## config.mk

```make
export PLATFORM = sky130hd
export DESIGN_NAME = msq_cell_eval
export DESIGN_NICKNAME = d
export VERILOG_FILES = /design/src/rtl/core/msq_pkg.sv /design/src/rtl/core/msq_cell_eval.sv
export SDC_FILE = /design/constraint.sdc
export NUM_CORES = 1
export LEC_CHECK = 0
export BUFFER_PORTS_ARGS = -buffer_cell sky130_fd_sc_hd__buf_4
export CAP_MARGIN = 20
export CORE_MARGIN = 5
export CORE_UTILIZATION = 55
export DETAILED_ROUTE_END_ITERATION = 16
export HOLD_SLACK_MARGIN = 0.05
export MAX_ROUTING_LAYER = met4
export PLACE_DENSITY = 0.84
export REMOVE_ABC_BUFFERS = 1
export SYNTH_ARGS = -nofsm -noshare
export SYNTH_HDL_FRONTEND = slang
export SYNTH_SLANG_ARGS = --single-unit
```

## constraint.sdc

```tcl
create_clock -name clock -period 8.7 [get_ports clock]
set_input_delay 0 -clock clock [delete_from_list [all_inputs] [get_ports clock]]
set_output_delay 0 -clock clock [all_outputs]
set_load 0.02 [all_outputs]
```

## src/rtl/core/msq_pkg.sv

```systemverilog
// Shared constants and types for the maximal-square scanner.
package msq_pkg;

   localparam int MAX_COLS   = 1024;
   localparam int COL_W      = $clog2(MAX_COLS);
   localparam int SIDE_W     = 11;
   localparam int WIDTH_W    = 11;
   localparam int CSR_ADDR_W = 2;
   localparam int CSR_DATA_W = 32;

   localparam logic [WIDTH_W-1:0]    RESET_ROW_WIDTH = WIDTH_W'(MAX_COLS);
   localparam logic [CSR_ADDR_W-1:0] REG_ROW_WIDTH   = CSR_ADDR_W'(0);

   typedef logic [COL_W-1:0]  col_type;
   typedef logic [SIDE_W-1:0] side_type;

   typedef struct packed {
      logic    valid;
      logic    cell_bit;
      logic    last_cell;
      logic    end_of_row;
      logic    first_row;
      col_type col;
   } cell_ctl_type;

endpackage

```

## src/rtl/core/msq_cell_eval.sv

```systemverilog
// Cell value evaluation with left, diagonal and running-maximum registers.
module msq_cell_eval (
   input  logic                  clock,
   input  logic                  reset,
   input  logic                  clear,
   input  logic                  fire,
   input  msq_pkg::cell_ctl_type ctl,
   input  msq_pkg::side_type     above,
   output msq_pkg::side_type     value,
   output msq_pkg::side_type     peak
);

   msq_pkg::side_type left_ff, left_in;
   msq_pkg::side_type diag_ff, diag_in;
   msq_pkg::side_type max_ff, max_in;
   msq_pkg::side_type low2, low3;

   always_comb begin
      low2  = (left_ff < above) ? left_ff : above;
      low3  = (low2 < diag_ff) ? low2 : diag_ff;
      value = ctl.cell_bit ? msq_pkg::SIDE_W'(low3 + msq_pkg::SIDE_W'(1)) : '0;
      peak  = (value > max_ff) ? value : max_ff;

      left_in = left_ff;
      diag_in = diag_ff;
      max_in  = max_ff;
      if (clear) begin
         left_in = '0;
         diag_in = '0;
         max_in  = '0;
      end else if (fire) begin
         if (ctl.last_cell) begin
            left_in = '0;
            diag_in = '0;
            max_in  = '0;
         end else if (ctl.end_of_row) begin
            left_in = '0;
            diag_in = '0;
            max_in  = peak;
         end else begin
            left_in = value;
            diag_in = above;
            max_in  = peak;
         end
      end
   end

   always_ff @(posedge clock) begin
      if (reset) begin
         left_ff <= '0;
         diag_ff <= '0;
         max_ff  <= '0;
      end else begin
         left_ff <= left_in;
         diag_ff <= diag_in;
         max_ff  <= max_in;
      end
   end

endmodule

```

==> results of run 1 <==
routing by layer:
metal	up-vias	track usage (%)	routed length [um]
met2	102	40.32	3893
met3	14	3.631	459
li1	1574	-	-
met4	0	7.050	108
met1	1467	31.69	3771
met5	-	-	0
cell usage in the layout, fill, tap and decap left out, types with 2 or more instances in the layout:
| master | count |
|---|---|
| o21ai_0 | 26 |
| mux2i_1 | 5 |
| and2_1 | 4 |
| nand3_1 | 19 |
| a211oi_1 | 3 |
| xnor2_1 | 16 |
| xor2_1 | 4 |
| o21a_1 | 3 |
| and3_1 | 9 |
| a21oi_1 | 13 |
| inv_1 | 36 |
| nand2_1 | 47 |
| mux2_2 | 3 |
| nor3_1 | 3 |
| nor2_1 | 35 |
| a31oi_1 | 11 |
| clkbuf_8 | 6 |
| a211o_1 | 8 |
| and4_1 | 2 |
| a32o_1 | 2 |
| or2_2 | 3 |
| dfxtp_1 | 33 |
| dlygate4sd3_1 | 12 |
| nor3b_1 | 2 |
| o21ai_1 | 2 |
| ha_1 | 30 |
| o211ai_1 | 2 |
| a21o_1 | 6 |
| nor4_1 | 2 |
| nor2b_1 | 2 |
| a22oi_1 | 21 |
| nand4b_1 | 2 |
| o311ai_1 | 2 |
| nand4_1 | 15 |
| nand3b_1 | 3 |
| buf_4 | 45 |
state kept, by name (all words and copies together) (netlist names):
register / flops
left_ff: 11
diag_ff: 11
max_ff: 11
synthesized netlist by cell type (3+ instances only):
cell / instances
a211o_1: 8
a211oi_1: 3
a21o_1: 6
a21oi_1: 13
a22oi_1: 21
a31oi_1: 11
and2_1: 4
and3_1: 9
clkbuf_1: 18
dfxtp_1: 33
ha_1: 30
inv_1: 36
mux2_2: 3
mux2i_1: 5
nand2_1: 47
nand3_1: 19
nand3b_1: 3
nand4_1: 15
nor2_1: 35
nor3_1: 4
o21a_1: 3
o21ai_0: 26
or2_2: 3
xnor2_1: 16
xor2_1: 4
critical path, delay by kind of cell:
kind | cells | cell delay (ns)
xor gates and xnor gates | 1 | 0.16
and+or+nand+nor | 9 | 1.63
AOI/OAI and AO/OA | 13 | 2.94
adders and majority gates | 4 | 1.34
buffers and inverters | 7 | 1.46
muxes | 1 | 0.39
through the flow:
| stage | hold slack [ns] | total power (W) | std cells | setup slack [ns] |
|---|---|---|---|---|
| CTS | 0.1199 | 0.0004016 | 529 | 0.8739 |
| global placement | 0.2442 | 0.0002747 | 510 | 1.368 |
| floorplan | 0.1441 | 0.0002327 | 393 | 1.257 |
| finish | 0.1233 | 0.0004016 | 529 | 0.7907 |
| global route | 0.1453 | 0.0004234 | 529 | 0.1339 |
| detailed placement | 0.2516 | 0.0002773 | 510 | 1.252 |
area by class of cell:
type / count / area, um^2
Fill cell: 478 / 1838
Sequential cell: 33 / 660.6
Timing Repair Buffer: 57 / 457.9
Clock buffer: 7 / 86.33
Inverter: 37 / 138.9
Multi-Input combinational cell: 323 / 2167
Tap cell: 72 / 90.09
kinds of logic (layout without fill, tap and decap cells):
| group | Yosys count | after routing |
|---|---|---|
| flip-flops | 33 | 33 |
| XOR/XNOR | 20 | 20 |
| buffers and inverters | 57 | 101 |
| AO/OA/AOI/OAI | 109 | 109 |
| AND/OR/NAND/NOR | 155 | 155 |
| multiplexers | 9 | 9 |
| adder cells (fa/ha/maj) | 30 | 30 |
worst paths after layout:
check | from | slack [ns] | end | cells after the start
worst min-delay path | ctl[12] | 0.12 | max_ff[3]$_SDFFE_PP0P_ | 3
worst max-delay path | above[2] | 0.79 | peak[0] | 35
worst max register to register | left_ff[2]$_SDFFE_PP0P_ | 1.35 | max_ff[2]$_SDFFE_PP0P_ | 29
worst min register to register | max_ff[9]$_SDFFE_PP0P_ | 0.48 | max_ff[9]$_SDFFE_PP0P_ | 2
power groups by stage:
stage | combinational, W | clock [W] | sequential [W]
final | 0.000126 | 0.000122 | 0.000153
after global routing | 0.000139 | 0.000131 | 0.000153
after CTS | 0.000125 | 0.000123 | 0.000153
after detailed placement | 0.000120 | 0 | 0.000157
after global placement | 0.000118 | 0 | 0.000157
after floorplan | 0.0000762 | 0 | 0.000156
repair_timing:
item | 4_1_cts | 5_1_grt
hold buffers | 12 | 0
endpoints found under the setup margin | 0 | 0
endpoints found under the hold margin | 12 | 0
==> flow_metrics.env, run 1 <==
export IMPL_nets=517
export IMPL_ys_seq_elements=33
export IMPL_syn_to_final_growth_pct=18.24
export IMPL_fin_util_pct=66.21
export IMPL_layout_min_cycle_time_ns=7.909
export IMPL_irDropWorstVdd_mv=0.09172
export IMPL_syn_area_mm2=0.003045
export IMPL_relSlewSlack_pct=45.08
export IMPL_synth_largest_area_cell="dfxtp_1"
export IMPL_final_area_mm2=0.003601
export IMPL_max_clock_freq_ghz=0.1264
export IMPL_gp_congestion=0.9493
export IMPL_arrival_ns=7.91
export IMPL_core_mm2=0.005439
export IMPL_cts_buffers=5
export IMPL_die_area_mm2=0.007125
export IMPL_synth_fa_ha_area_share_pct=12.33
export IMPL_slew_violations=0
export IMPL_post_dp_cell_area_mm2=0.003395
export IMPL_antenna_cells=0
export IMPL_cp_required_ns=8.70
export IMPL_grt_max_degree=36
export IMPL_drcViolationCount=0
export IMPL_grt_pass1_vias=3108
export IMPL_maxCapViolations=0
export IMPL_finalSetupTns_ns=0
export IMPL_synth_xor_area_share_pct=5.752
export IMPL_antenna_found_initial=0
export IMPL_powerDensity_mw_per_mm2=111.5
export IMPL_cpMaxStageDelayCell="dlygate4sd3_1"
export IMPL_initial_utilization_pct=55.99
export IMPL_p_leak_nw=1.506
export IMPL_syn_area_per_cell_um2=7.374
export IMPL_fin_crit_sh_pct=90.91
export IMPL_p_int_w=0.0002605
export IMPL_slowest_delay_ns=0.53
export IMPL_drtIter0Drc=183
export IMPL_setup_viol=0
export IMPL_ys_types=54
export IMPL_fp_dieH_um=84.41
export IMPL_cts_resized=0
export IMPL_dp_hpwl_mm=6.030
export IMPL_grt_pass1_wl_mm=14.36
export IMPL_ys_warnings_count=0
export IMPL_synthMuxAreaShare_pct=3.122
export IMPL_postCtsSetupBuffers=0
export IMPL_crit_path_end_kind="output pin"
export IMPL_skew_ns=0.006310
export IMPL_yosysSeqAreaShare_pct=21.69
export IMPL_synth_async_reset_ratio_pct=0
export IMPL_portBuffers=39
export IMPL_synth_area_leaders="dfxtp_1 22%, ha_1 12%, nand2_1 5.8%, a22oi_1 5.2%, xnor2_1 4.6%"
export IMPL_ant_nets=0
export IMPL_pwr_share_comb_pct=31.5
export IMPL_root_buffer="clkbuf_8"
export IMPL_dr_pass1_iters=5
export IMPL_seq_power_share_pct=38.2
export IMPL_grt_overflow=0
export IMPL_cts_tree="built"
export IMPL_outcome="complete, no violations"
export IMPL_synth_compound_area_share_pct=24.73
export IMPL_synthSimpleGateAreaFrac_pct=25.06
export IMPL_core_rowCount=27
export IMPL_worstMarginPinSlew_ns=0.8208
export IMPL_ys_flop_type="dfxtp_1"
export IMPL_io_pins=52
export IMPL_vias=3157
export IMPL_drt_wl_total_mm=8.232
export IMPL_start_kind="input pin"
export IMPL_cts_sinks=33
export IMPL_routed_via_density=5.968
export IMPL_synth_top_area_share_pct=21.69
export IMPL_p_sw_share_pct=35.14
export IMPL_fp_dieW_um=84.41
export IMPL_clockBufferDepth=2
export IMPL_clk_latency_ns=0.29
export IMPL_p_clk_share_pct=30.3
export IMPL_netSwitchingPower_w=0.0001411
export IMPL_track_usage_pct=24.67
export IMPL_synth_top_family_by_area="simple AND/OR/NAND/NOR gates"
export IMPL_holdCritPathClass="input pin to register"
export IMPL_rsz0062_at_grt="no"
export IMPL_timing_hold_violations_final=0
export IMPL_wl_per_cell_um=15.56
export IMPL_crit_type="input pin to output pin"
export IMPL_synth_edf_count=0
export IMPL_cp_max_fo=17
export IMPL_h_tree_depth=2
export IMPL_synthCells=413
export IMPL_drive_gt1_share_pct=13.57
export IMPL_clkTransAtPathRegs_ns=0.07
No activity file was read; power rests on OpenSTA's default activity.
==> run 2: changes to the inputs <==
Settings changed: CORE_UTILIZATION 55 to 57, PLACE_DENSITY 0.84 to 0.87.
==> flow_metrics.env, run 2 (same netlist as run 1, synthesis figures left out) <==
export IMPL_clockBufferDepth=2
export IMPL_portBuffers=39
export IMPL_hold_depth=3
export IMPL_ff2ff_setup_slack_ns=1.28
export IMPL_start_kind="input pin"
export IMPL_final_fill_count=435
export IMPL_root_buffer="clkbuf_8"
export IMPL_rr_worst_depth=31
export IMPL_multi_input_area_mm2=0.002177
export IMPL_worstMarginPinSlew_ns=0.8365
export IMPL_clk_latency_ns=0.29
export IMPL_max_clock_freq_ghz=0.1279
export IMPL_irDropWorstVdd_mv=0.09407
export IMPL_fp_dieW_um=83.10
export IMPL_initial_utilization_pct=59.25
export IMPL_antenna_found_initial=0
export IMPL_grt_pass1_vias=3070
export IMPL_setup_slack_ns=0.8837
export IMPL_core_rowCount=26
export IMPL_io_pins=52
export IMPL_arrival_ns=7.82
export IMPL_gp_congestion=0.9184
export IMPL_drtIter0Drc=225
export IMPL_p_leak_nw=1.515
export IMPL_postCtsSetupBuffers=0
export IMPL_cp_max_fo=17
export IMPL_drive_gt1_share_pct=14.00
export IMPL_final_common_cell="nand2_1"
export IMPL_cpMaxStageDelayCell="dlygate4sd3_1"
export IMPL_drt_wl_total_mm=8.429
export IMPL_wl_per_cell_um=15.99
export IMPL_finalSetupTns_ns=0
export IMPL_relSlewSlack_pct=43.90
export IMPL_maxCapViolations=0
export IMPL_fin_crit_sh_pct=89.84
export IMPL_holdWs_ns=0.1271
export IMPL_cts_buffers=5
export IMPL_timing_hold_violations_final=0
export IMPL_syn_to_final_growth_pct=19.23
export IMPL_outcome="complete, no violations"
export IMPL_final_cell_mix="47 x nand2_1, 44 x buf_4, 36 x inv_1, 34 x nor2_1, 33 x dfxtp_1"
export IMPL_h_tree_depth=2
export IMPL_core_mm2=0.005140
export IMPL_track_usage_pct=24.94
export IMPL_holdCritPathClass="input pin to register"
export IMPL_fp_dieH_um=83.10
export IMPL_crit_path_end_kind="output pin"
export IMPL_crit_type="input pin to output pin"
export IMPL_grt_max_degree=36
export IMPL_setup_viol=0
export IMPL_dp_slack_ns=1.062
export IMPL_antenna_cells=0
export IMPL_nets=516
export IMPL_cts_sinks=33
export IMPL_ant_nets=0
export IMPL_skew_ns=0.007464
export IMPL_slowest_delay_ns=0.52
export IMPL_reg_top3="diag_ff x11, left_ff x11, max_ff x11"
export IMPL_powerDensity_mw_per_mm2=120.2
export IMPL_drcViolationCount=0
export IMPL_register_area_um2=660.6
export IMPL_vias=3207
export IMPL_cts_tree="built"
export IMPL_routed_via_density=6.085
export IMPL_layout_min_cycle_time_ns=7.816
export IMPL_dp_hpwl_mm=5.999
export IMPL_cp_required_ns=8.70
export IMPL_die_area_mm2=0.006905
export IMPL_clkTransAtPathRegs_ns=0.08
export IMPL_rsz0062_at_grt="no"
export IMPL_slew_violations=0
export IMPL_dr_pass1_iters=5
export IMPL_grt_pass1_wl_mm=14.26
export IMPL_grt_overflow=0
[run 2: changes by cell type in the layout (fill, tap and decap cells not counted)]
cell / previous run / this run
a32oi_1: 1 / 0
a32oi_2: 0 / 1
buf_4: 45 / 44
bufinv_16: 0 / 1
nor2_1: 35 / 34
nor2_2: 0 / 1
[run 2: metrics by stage]
stage	area, um^2	cells	util, %	power [W]
after floorplan	2962	393	-	0.0002327
after global placement	3385	507	65.85	0.0002739
after detailed placement	3385	507	65.85	0.0002763
after CTS	3621	527	70.45	0.0004343
after global routing	3631	527	70.64	0.0004577
final	3631	527	70.64	0.0004365
[run 2: layout make-up]
type,instances,area share (%)
Sequential cell,33,18.19
Inverter,37,3.825
Tap cell,70,2.412
Clock inverter,1,0.8270
Clock buffer,7,2.378
Timing Repair Buffer,56,12.41
Multi-Input combinational cell,323,59.96
[run 2: worst max-delay path: cells and delay by family]
family	cells	cell delay (ns)
AOI/OAI and AO/OA	14	3.16
and+or+nand+nor	6	1.35
buffers and inverters	7	1.31
adders and majority gates	4	1.21
muxes	2	0.65
xor gates and xnor gates	1	0.10
[run 2: metal layers]
metal	track usage, %	share of wire [%]
met5	-	0
met4	5.349	0.55
met3	4.158	6.2
met2	40.67	47
met1	32.47	46
[run 2: what timing repair did]
action	CTS	global route
hold buffers	12	0
setup endpoints to repair	0	5
endpoints found under the hold margin	12	0
resized for setup	0	2
[run 2: worst paths after layout]
kind,startpoint,end
max reg2reg,left_ff[2]$_SDFFE_PP0P_,max_ff[0]$_SDFFE_PP0P_
min,ctl[12],max_ff[6]$_SDFFE_PP0P_
max,above[2],peak[0]
min reg2reg,max_ff[4]$_SDFFE_PP0P_,max_ff[4]$_SDFFE_PP0P_
[run 2: power by group]
group | total, W | internal [W] | switching, W
clock network | 0.000155 | 0.0000935 | 0.0000619
logic | 0.000128 | 0.0000457 | 0.0000822
registers | 0.000153 | 0.000152 | 0.00000123
total | 0.000437 | 0.000291 | 0.000145
